File: src/c1d_pkg.sv
// Shared types, constants and helpers for the 1D convolution core.
package c1d_pkg;

  localparam int MAX_IN_CH  = 16;
  localparam int MAX_OUT_CH = 16;
  localparam int MAX_TAPS   = 16;
  localparam int MAX_STRIDE = 16;
  localparam int MAX_FRAME  = 4096;

  localparam int W_DEPTH   = MAX_OUT_CH * MAX_IN_CH * MAX_TAPS;
  localparam int WIN_DEPTH = MAX_TAPS * MAX_IN_CH;
  localparam int W_AW      = $clog2(W_DEPTH);
  localparam int WIN_AW    = $clog2(WIN_DEPTH);
  localparam int CH_W      = $clog2(MAX_IN_CH);
  localparam int TAP_W     = $clog2(MAX_TAPS);
  localparam int ACC_W     = 40;

  typedef enum logic [1:0] {
    FUNC_WEIGHT = 2'd0,
    FUNC_BIAS   = 2'd1,
    FUNC_SAMPLE = 2'd2,
    FUNC_NONE   = 2'd3
  } func_t;

  typedef enum logic [2:0] {
    REG_IN_CH   = 3'd0,
    REG_OUT_CH  = 3'd1,
    REG_TAPS    = 3'd2,
    REG_STRIDE  = 3'd3,
    REG_FRAME   = 3'd4
  } reg_idx_t;

  typedef struct packed {
    logic [1:0]         func;
    logic [11:0]        store_index;
    logic signed [15:0] item_value;
    logic               frame_start;
  } item_t;

  typedef struct packed {
    logic [3:0]         out_channel;
    logic [11:0]        out_position;
    logic signed [15:0] out_value;
    logic               saturated;
    logic               last;
  } result_t;

  typedef struct packed {
    logic init;
    logic mul_en;
  } mac_ctl_t;

  function automatic logic [4:0] clamp5(input logic [4:0] v, input logic [4:0] hi);
    logic [4:0] r;
    if (v == 5'd0) r = 5'd1;
    else if (v > hi) r = hi;
    else r = v;
    return r;
  endfunction

  function automatic logic [12:0] clamp13(input logic [12:0] v);
    logic [12:0] r;
    if (v == 13'd0) r = 13'd1;
    else if (v > 13'(MAX_FRAME)) r = 13'(MAX_FRAME);
    else r = v;
    return r;
  endfunction

endpackage

File: src/c1d_rem.sv
// Iterative remainder unit: one restoring compare-subtract step per cycle.
module c1d_rem import c1d_pkg::*; (
  input  logic        clk,
  input  logic        rst,
  input  logic        start,
  input  logic [11:0] dividend,
  input  logic [4:0]  divisor,
  output logic        done,
  output logic [3:0]  rem
);

  logic [11:0] shreg;
  logic [4:0]  dvs;
  logic [3:0]  cnt;
  logic        busy;
  logic [4:0]  trial;
  logic [4:0]  rem_next;

  always_comb begin
    trial = {rem, shreg[11]};
    rem_next = (trial >= dvs) ? trial - dvs : trial;
  end

  always_ff @(posedge clk) begin
    if (rst) begin
      busy <= 1'b0;
      done <= 1'b0;
      cnt  <= '0;
    end else begin
      done <= 1'b0;
      if (start) begin
        busy  <= 1'b1;
        cnt   <= '0;
        shreg <= dividend;
        dvs   <= divisor;
        rem   <= '0;
      end else if (busy) begin
        rem   <= rem_next[3:0];
        shreg <= {shreg[10:0], 1'b0};
        cnt   <= cnt + 4'd1;
        if (cnt == 4'd11) begin
          busy <= 1'b0;
          done <= 1'b1;
        end
      end
    end
  end

endmodule

File: config.mk
export PLATFORM = sky130hd
export DESIGN_NAME = c1d_rem
export DESIGN_NICKNAME = d
export VERILOG_FILES = /design/src/c1d_pkg.sv /design/src/c1d_rem.sv
export SDC_FILE = /design/constraint.sdc
export NUM_CORES = 1
export LEC_CHECK = 0
export ABC_AREA = 0
export BUFFER_PORTS_ARGS = -buffer_cell sky130_fd_sc_hd__buf_2
export CELL_PAD_IN_SITES_DETAIL_PLACEMENT = 0
export CELL_PAD_IN_SITES_GLOBAL_PLACEMENT = 1
export CORE_ASPECT_RATIO = 1.25
export CORE_MARGIN = 1
export CORE_UTILIZATION = 45
export DETAILED_ROUTE_END_ITERATION = 10
export PLACE_DENSITY_LB_ADDON = 0.1
export SLEW_MARGIN = 20
export SYNTH_ARGS = -nofsm -noshare
export SYNTH_HDL_FRONTEND = slang
export SYNTH_SLANG_ARGS = --single-unit
File: constraint.sdc
create_clock -name clk -period 4.7 [get_ports clk]
set_clock_uncertainty 0.05 [all_clocks]
set_input_delay 0.94 -clock clk [delete_from_list [all_inputs] [get_ports clk]]
set_output_delay 0.94 -clock clk [all_outputs]
set_load 0.01 [all_outputs]
; Word level (Yosys, flattened, before mapping)
; Cells that the tools add are included.
[word_totals]
regBits = 27
latch_bits = 0
mem_bits_rw = 0
rom_bits = 0
inputBits = 20
output_inout_bits = 5
elab_cells = 25
mem_count = 0
[classes]
add_sub_neg = 2
n_mul = 0
div = 0
order_cmp = 1
eq_ne = 1
n_shift = 0
muxes = 8
bitwise = 2
n_reduce_logical = 5
[ops]
columns = cell, count
row1 = 12-bit 2-to-1 mux, 2
row2 = 4-bit 2-to-1 mux, 2
row3 = 5-bit greater-or-equal comparator, 1
row4 = "4-bit by 1-bit adder with 4-bit output, second input constant", 1
row5 = "4-bit == test, second input constant", 1
row6 = 1-bit 2-to-1 mux, 4
row7 = 2-bit AND reduction, 2
row8 = 4-bit subtractor, 1
row9 = 3-bit OR reduction, 1
row10 = 1-bit NOT, 2
row11 = 2-bit nonzero test, 1
row12 = 2-bit OR reduction, 1

; Logic depth before layout (Yosys ltp)
[depth]
word_depth = 4
mapped_depth = 7
mapped_depth_nobuf = 7

; Worst setup path after synthesis
; Ideal clock, no wire load.
[synth_path]
path_type = input -> register
from = input port start
to = register rem[0] (enable)
setup_time_ns = 0.390
t_arrival_ns = 1.893
required_time_ns = 4.260
path_slack_ns = 2.367
stages = 3
n_path_buf = 1
cell_sequence = buf_2 nor2_1 nor2_1
[synth_between]
elab_chain_len = 2
[synth_lines]
columns = item, line
row1 = start: declaration, c1d_rem.sv:5  ; input logic start,
row2 = 2-bit nonzero test (no line), n/a
row3 = 2-bit AND reduction (no line), n/a
row4 = end signal: assignment, c1d_rem.sv:38  ; rem <= rem_next[3:0];
row5 = end: declaration, c1d_rem.sv:9  ; output logic [3:0] rem
; Every way passes these cells.
; A chain may end at the register's enable or synchronous reset.

; Worst setup path in the final report
[layout_path]
from = register rem[0]
to = output port rem[0]
; No word-level cell between the ends.

==> results.ini <==
[run_status]
outcome=complete, no violations

[critical_path]
max_stage_delay_ps=500
cp.arrival_ps=990
rr_startpoint=rem[0]
crit_type=flop to primary output
reg2regPathDepth=5
cp_data_required_time_ps=3710
cp_top_family=flip-flops
start_kind=flop
startpoint=rem[0]
crit_chain=buf_2
crit_buf_inv=1
timing.rr.end=rem[1]
worst_setup_path_end_kind=primary output
r2r_slack_ps=2810
endpoint=rem[0]
path_depth=1
cp_slowest_cell=edfxtp_1
worstPathMaxFanout=4

[die]
core_area_mm2=0.00271
die_y_um=62.1
die_x_um=50.1
ioPinCount=25
num_rows=21
initial_core_util_pct=48.0
die-area_mm2=0.00311

[clocking]
cts_max_path_buffers=2
cts_hold_buf=0
cts_htree_levels=1
cts_tree=built
cts_sinks=27
clock_latency_ps=310
cts_resized=0
root_buffer=clkbuf_4
clkTransAtPathRegs_ps=130
postCtsSetupRepairBufs=0
cts_made_buffers=3

[global_route]
grt_pass1_wl_um=3360
antenna_found_initial=0
grt_pass1_vias=773
grt_use_total_pct=14.9
grt_max_degree=23
overflow=0

[cells_and_area]
final_common_cell=buf_2
register_area_um2=751
fin_area_mm2=0.00149
multi_input_area_um2=513
final_nets=150
layout_common_cells=24 x buf_2, 21 x edfxtp_1, 11 x mux2_2
finalNonFillerCells=156
drive_gt1_share_pct=36.9
n_fill_cell=236
syn2layout_area_growth_pct=14.3
n_antenna_cell=0

[synth]
synth_area_per_cell_um2=13.7
yosysWarnings=0
ys_seq_area_share_pct=57.7
async_flop_share_pct=0
synth_cell_types=32
syn-num-nets=122
synth_cells=95
postSynth.topFlopCell=edfxtp_1
ys_ff_latch=27
synth_edf_count=21
synth.cell_area_mm2=0.00130

[power_and_ir_drop]
cellPowerDensity_mw_per_mm2=306
p_leak_nw=0.604
totalPowerFinal_w=0.000455
peakVddDrop_mv=0.148

[drt]
ant_nets=0
drtPass1Iterations=4
vias_per_cell=5.01
drt-total-wl_um=1970
vias=782
wire_per_inst_um=12.7
post-route-drc-count=0
first_iter_violations=10

[sta]
min_period_over_period_pct=42.1
tns_ps=0
hold_violations=0
finalCriticalPeriod_ps=1980
tightest_slew_ps=466
grt_setup_unrepaired=false
clock.fmax_mhz=506
max-slew-margin-rel_pct=68.9
fin_hold_ws_ps=464
setup_viol=0
slew_viol_final=0

[place]
placed_area_mm2=0.00146
placedCellCount=152
dp_hpwl_um=1520
globalplace.congestion=0.749
port_buffers=24

[hold_path]
min_path_type=flop to flop

[job]
drv_cap=0

worst min path at each step:
stage | from | endpoint | depth (start not counted)
floorplan | cnt[2] | done | 1
global placement | cnt[3] | done | 1
detailed placement | cnt[2] | done | 1
CTS | cnt[2] | done | 1
global route | cnt[3] | done | 1
finish | cnt[2] | done | 1
per-layer routing:
metal | vias up | track usage (%) | part of all wire, %
li1 | 399 | - | -
met1 | 367 | 16.7 | 42
met2 | 14 | 27.2 | 53
met3 | 2 | 2.92 | 3.6
met4 | 0 | 7.35 | 0.91
met5 | - | 0 | 0
cell families after synthesis:
family	synth area share, %
XOR/XNOR	2.70
AND/OR/NAND/NOR	11.4
multiplexers	10.3
flip-flops	57.7
adder cells (fa/ha/maj)	7.31
buffers and inverters	2.79
AO/OA/AOI/OAI	7.80
stage by stage:
step	util, %	setup slack (ps)
floorplan	-	2370
global placement	54.0	2550
detailed placement	54.0	2510
CTS	54.9	2700
global route	54.9	2660
finish	54.9	2720
power breakdown:
group | internal, W | total, W | switching [W]
Combinational | 0.0000388 | 0.0000792 | 0.0000404
Sequential | 0.000276 | 0.000283 | 0.00000731
Clock | 0.0000331 | 0.0000931 | 0.0000600
Total | 0.000347 | 0.000455 | 0.000108
Yosys cell counts, drive strengths merged (2+ instances only):
library cell,number,share of area (%)
mux2,11,9.5
xor2,3,2.0
dfxtp,6,9.2
a21oi,3,1.4
nand2b,3,1.4
nand4b,3,2.0
and2,2,1.2
o31ai,2,2.6
a21o,2,1.2
nor2,9,2.6
edfxtp,21,49
inv,7,2.0
buf,2,0.77
ha,6,5.8
o21ai,2,1.1
final cells by class:
class	count	area share, %
sequential	27	50.5
clock buffer	4	1.77
timing repair buffer	25	8.59
inverter	7	1.77
tap	34	2.86
multi-input combinational	59	34.5
state kept, by name, summed over array words and instances, names as in the netlist:
signal	flops
busy	1
cnt	4
done	1
dvs	5
rem	4
shreg	12
Power figures use the tool's default switching activity.
