--- config.mk ---
export PLATFORM = sky130hd
export DESIGN_NAME = c1d_mac
export DESIGN_NICKNAME = d
export VERILOG_FILES = /design/src/c1d_pkg.sv /design/src/c1d_mac.sv
export SDC_FILE = /design/constraint.sdc
export NUM_CORES = 1
export LEC_CHECK = 0
export BUFFER_PORTS_ARGS = -buffer_cell sky130_fd_sc_hd__buf_2
export CAP_MARGIN = 5
export CORE_ASPECT_RATIO = 0.7
export CORE_MARGIN = 2
export CORE_UTILIZATION = 44
export CTS_CLUSTER_SIZE = 14
export DETAILED_ROUTE_END_ITERATION = 7
export GPL_ROUTABILITY_DRIVEN = 1
export SLEW_MARGIN = 20
export SYNTH_ARGS = -nofsm -noshare
export SYNTH_HDL_FRONTEND = slang
export SYNTH_SLANG_ARGS = --single-unit
--- constraint.sdc ---
create_clock -name clk -period 15.2 [get_ports clk]
set_clock_uncertainty 0.1 [all_clocks]
set_input_delay 3.8 -clock clk [delete_from_list [all_inputs] [get_ports clk]]
set_output_delay 3.8 -clock clk [all_outputs]
set_load 0.03 [all_outputs]
--- src/c1d_pkg.sv ---
// Shared types, constants and helpers for the 1D convolution core.
package c1d_pkg;

  localparam int MAX_IN_CH  = 16;
  localparam int MAX_OUT_CH = 16;
  localparam int MAX_TAPS   = 16;
  localparam int MAX_STRIDE = 16;
  localparam int MAX_FRAME  = 4096;

  localparam int W_DEPTH   = MAX_OUT_CH * MAX_IN_CH * MAX_TAPS;
  localparam int WIN_DEPTH = MAX_TAPS * MAX_IN_CH;
  localparam int W_AW      = $clog2(W_DEPTH);
  localparam int WIN_AW    = $clog2(WIN_DEPTH);
  localparam int CH_W      = $clog2(MAX_IN_CH);
  localparam int TAP_W     = $clog2(MAX_TAPS);
  localparam int ACC_W     = 40;

  typedef enum logic [1:0] {
    FUNC_WEIGHT = 2'd0,
    FUNC_BIAS   = 2'd1,
    FUNC_SAMPLE = 2'd2,
    FUNC_NONE   = 2'd3
  } func_t;

  typedef enum logic [2:0] {
    REG_IN_CH   = 3'd0,
    REG_OUT_CH  = 3'd1,
    REG_TAPS    = 3'd2,
    REG_STRIDE  = 3'd3,
    REG_FRAME   = 3'd4
  } reg_idx_t;

  typedef struct packed {
    logic [1:0]         func;
    logic [11:0]        store_index;
    logic signed [15:0] item_value;
    logic               frame_start;
  } item_t;

  typedef struct packed {
    logic [3:0]         out_channel;
    logic [11:0]        out_position;
    logic signed [15:0] out_value;
    logic               saturated;
    logic               last;
  } result_t;

  typedef struct packed {
    logic init;
    logic mul_en;
  } mac_ctl_t;

  function automatic logic [4:0] clamp5(input logic [4:0] v, input logic [4:0] hi);
    logic [4:0] r;
    if (v == 5'd0) r = 5'd1;
    else if (v > hi) r = hi;
    else r = v;
    return r;
  endfunction

  function automatic logic [12:0] clamp13(input logic [12:0] v);
    logic [12:0] r;
    if (v == 13'd0) r = 13'd1;
    else if (v > 13'(MAX_FRAME)) r = 13'(MAX_FRAME);
    else r = v;
    return r;
  endfunction

endpackage

--- src/c1d_mac.sv ---
// Shared multiply-accumulate unit with Q8.8 rescale and saturation.
module c1d_mac import c1d_pkg::*; (
  input  logic               clk,
  input  logic               rst,
  input  mac_ctl_t           ctl,
  input  logic signed [15:0] bias,
  input  logic signed [15:0] w,
  input  logic signed [15:0] x,
  output logic               busy,
  output logic signed [15:0] value,
  output logic               sat
);

  logic signed [31:0]      prod;
  logic                    prod_v;
  logic signed [ACC_W-1:0] acc;

  always_ff @(posedge clk) begin
    if (rst) begin
      prod_v <= 1'b0;
    end else begin
      prod_v <= ctl.mul_en;
    end
  end

  always_ff @(posedge clk) begin
    prod <= w * x;
    if (ctl.init) begin
      acc <= {{16{bias[15]}}, bias, 8'd0};
    end else if (prod_v) begin
      acc <= acc + {{8{prod[31]}}, prod};
    end
  end

  // floor shift by 8 keeps acc[39:8]; it fits 16 bits when bits 39..23 agree
  always_comb begin
    busy = prod_v;
    sat  = !((&acc[39:23]) || !(|acc[39:23]));
    if (sat) value = acc[39] ? 16'sh8000 : 16'sh7fff;
    else value = acc[23:8];
  end

endmodule

### Word-level counts from Yosys, hierarchy flattened

Index checks and enable logic that the tools add are counted.
W data, S select, Z words.

| cells by class | value |
|---|---|
| muxes and demuxes | 4 |
| add/sub/neg operators | 1 |
| reduce and logical (&&, ||, !) cells | 6 |
| multiply operators | 1 |

Operator list:

| kind | number |
|---|---|
| $mux W40 | 2 |
| $add A40 B40 Y40 | 1 |
| $mul A16 B16 Y32 | 1 |
| $mux W16 | 2 |
| $reduce_and A17 Y1 | 1 |
| $reduce_or A17 Y1 | 1 |
| $logic_not A1 Y1 | 2 |
| $reduce_bool A2 Y1 | 1 |
| $logic_or A1 B1 Y1 | 1 |

| storage, ports and cells | value |
|---|---|
| input port bits | 52 |
| register bits | 73 |
| output and inout port bits | 18 |

### Longest topological paths before layout

| depth | value |
|---|---|
| depth in word-level cells | 4 |
| depth in mapped cells | 23 |
| depth with buffers taken out | 22 |

### Least setup slack after synthesis

OpenSTA, ideal clock, no wires.

| timing | value |
|---|---|
| kind | input-to-reg |
| start | input x[1] |
| end | register prod[30] |
| cell stages on the path | 21 |
| buffers on the path | 1 |
| slack | 5.753 ns |
| arrival | 9.223 ns |
| path through | clkbuf_1 > nand2_1 > inv_1 > fa_1 > fa_1 > fa_1 > fa_1 > fa_1 > inv_1 > fa_1 > inv_1 > ha_1 > nand4_1 > nor2_1 > nand4_1 > or3_1 > a41oi_1 > o31ai_1 > a21oi_1 > mux2i_1 > nand3_1 |

| between the ends | value |
|---|---|
| word-level cells in the longest chain between the ends | 1 |

Ends and longest elaborated chain:

| what | line | RTL |
|---|---|---|
| start: declaration | c1d_mac.sv:8 | `input logic signed [15:0] x,` |
| $mul A16 B16 Y32 | c1d_mac.sv:27 | `prod <= w * x;` |
| end signal: assignment | c1d_mac.sv:27 |  |
| end: declaration | c1d_mac.sv:14 | `logic signed [31:0] prod;` |

No other way between the ends.
A chain may end at the register's enable or synchronous reset.

### Worst setup path in the final report

| timing | value |
|---|---|
| start | input x[15] |
| end | register prod[30] |

The elaborated chain is that of the path after synthesis.

==> metrics.yaml <==
critical_path_arrival_ps: 9780
clk_latency_ps: 340
syn_to_final_growth_pct: 7.44
relSlewSlack_pct: 35.6
drc: 0
cts.sinks: 73
synth_edf_count: 32
timing.rr.start: "acc[0]$_SDFFE_PP0P_"
seq_area_frac_synth_pct: 12.7
crit_path_end_kind: "register"
synth_most_common_cell: "inv_1"
clk_pin_slew_ps: 60
hold_viol_final: 0
io_pins: 70
holdBufCountCts: 0
hold_start: "acc[3]$_SDFFE_PP0P_"
port_buffers: 69
yosysTopAreaCellShare_pct: 37.5
h-tree-depth: 3
path_max_fanout: 13
fmax_mhz: 104
critPathRequiredTime_ps: 15330
initial_core_util_pct: 44.9
nNetsFinal: 1979
async_flop_share_pct: 0
cts_made_buffers: 9
ys_warn_count: 0
clockBufferDepth: 2
worstHoldPathCells: 2
grt_max_degree: 33
startpoint_type: "primary input"
worstSetupStartpoint: "x[15]"
rsz0062_at_grt: "false"
fin_crit_sh_pct: 63.5
die_h_um: 154
viasPerCell: 5.14
synth_cells: 1510
criticalPathCategory: "primary input to register"
hp-class: "register to register"
dpl.hpwl_um: 25500
avgSynthCellArea_um2: 9.31
cts-root-buf: "clkbuf_16"
gp_congestion: 0.854
antenna_found_initial: 0
dieArea_mm2: 0.0334
grt_overflow: 0
placementRows: 54
synth_top_cell_by_area: "fa_1"
syn_nets: 1946
drt_iter0_markers: 516
postCtsSetupBuffers: 0
post_cts_resize_count: 0
yosys-top-cells-count: "288 x inv_1, 263 x fa_1, 158 x nand2_1"
grt_pass1_wl_um: 54000
status: "completed"
ff2ff_path_depth: 12
num_vias: 10112
worst_slew_pin_slew_ps: 962
routed_wl_um: 30200
core-area_mm2: 0.0313
routedWlPerCell_um: 15.4
drv_cap: 0
cts_tree: "built"
diodes: 0
grt_pass1_vias: 11130
yosys-top-cells-area: "fa_1 37%, ha_1 11%, inv_1 7.7%"
track_usage_pct: 20.0
setup_viol: 0
fillers: 3005
tns_ps: 0
fin_crit_ps: 9650
synth_cell_types: 51
finalMaxSlewViolations: 0
synth_ff_type: "dfxtp_1"
netlist_area_mm2: 0.0141
first_pass_iters: 5
ant_nets: 0
drive_above_1_share_pct: 6.40
ys_seq_elements: 73
dieWidth_um: 218
cells in the final DEF (no fill, tap or decap), types with 2 or more instances in the layout:
master / count
a2111o_1: 2
a211oi_1: 7
a21o_1: 55
a21oi_1: 55
a21oi_2: 2
a221oi_1: 2
a31oi_1: 6
a41oi_1: 4
and2_1: 125
and3_1: 9
buf_2: 69
clkbuf_16: 12
clkinv_4: 2
dfxtp_1: 41
edfxtp_1: 32
fa_1: 263
ha_1: 121
inv_1: 288
mux2i_1: 6
nand2_1: 158
nand2b_1: 11
nand3_1: 10
nand4_1: 15
nor2_1: 49
nor2b_1: 5
nor3_1: 17
nor4_1: 5
o211ai_1: 7
o21a_1: 11
o21ai_0: 50
o21bai_1: 11
o31ai_1: 7
o31ai_4: 2
or2_2: 2
xnor2_1: 46
xor2_1: 22
per-stage QoR:
step	util (%)	cell area [µm²]	cells	setup WS (ps)	hold WS (ps)
final	48.3	15100	1968	5550	402
after global routing	48.3	15100	1968	5220	426
after CTS	48.3	15100	1968	5590	402
after detailed placement	47.2	14800	1952	5240	396
after global placement	47.1	14700	1952	5310	378
after floorplan	-	14100	1510	5750	363
critical path: stages:
cell and delay [ps]:
buf_2 150, inv_1 430, nor2_1 130, fa_1 520
fa_1 430, fa_1 540, fa_1 440, fa_1 490
inv_1 50, fa_1 480, inv_1 40, ha_1 370
nand4_1 130, nor2_1 130, nand4_1 120, or3_1 430
a41oi_1 400, o31ai_1 150, a21oi_1 260, mux2i_1 210
nand3_1 70
state kept, by name (all words and copies together) (netlist names):
signal and cells:
acc 40, busy 1, prod 32
final timing paths:
check | slack [ps] | to
setup / recovery | 5550 | prod[30]$_DFF_P_
hold / removal | 400 | acc[3]$_SDFFE_PP0P_
setup reg to reg | 11840 | acc[36]$_DFFE_PP_
hold reg to reg | 400 | acc[3]$_SDFFE_PP0P_
logic make-up (layout without fill, tap and decap cells):
family / Yosys count / in the layout / share of synthesized area (%)
and+or+nand+nor: 411 / 411 / 14.4
adders and majority gates: 384 / 384 / 48.2
buffers and inverters: 335 / 373 / 8.98
AOI/OAI and AO/OA: 233 / 233 / 11.0
DFF: 73 / 73 / 12.7
xor gates and xnor gates: 68 / 68 / 4.24
muxes: 6 / 6 / 0.427
cell type report:
type | count | area [µm²] | area share, %
Multi-Input combinational cell | 1102 | 11000 | 73.0
Sequential cell | 73 | 1780 | 11.8
Inverter | 288 | 1080 | 7.16
Tap cell | 420 | 526 | 3.48
Timing Repair Buffer | 69 | 345 | 2.29
Clock buffer | 13 | 314 | 2.08
Clock inverter | 3 | 23.8 | 0.157
routing by layer:
metal	vias to the layer above	part of all wire, %	track usage, %
met5	-	0	0
met4	0	0.70	2.48
met3	18	3.4	2.41
met2	160	49	34.6
met1	5111	47	27.6
li1	4823	-	-
Power is not shown: default switching activity piles up to over one toggle a cycle in this logic, so the estimate is an artifact.
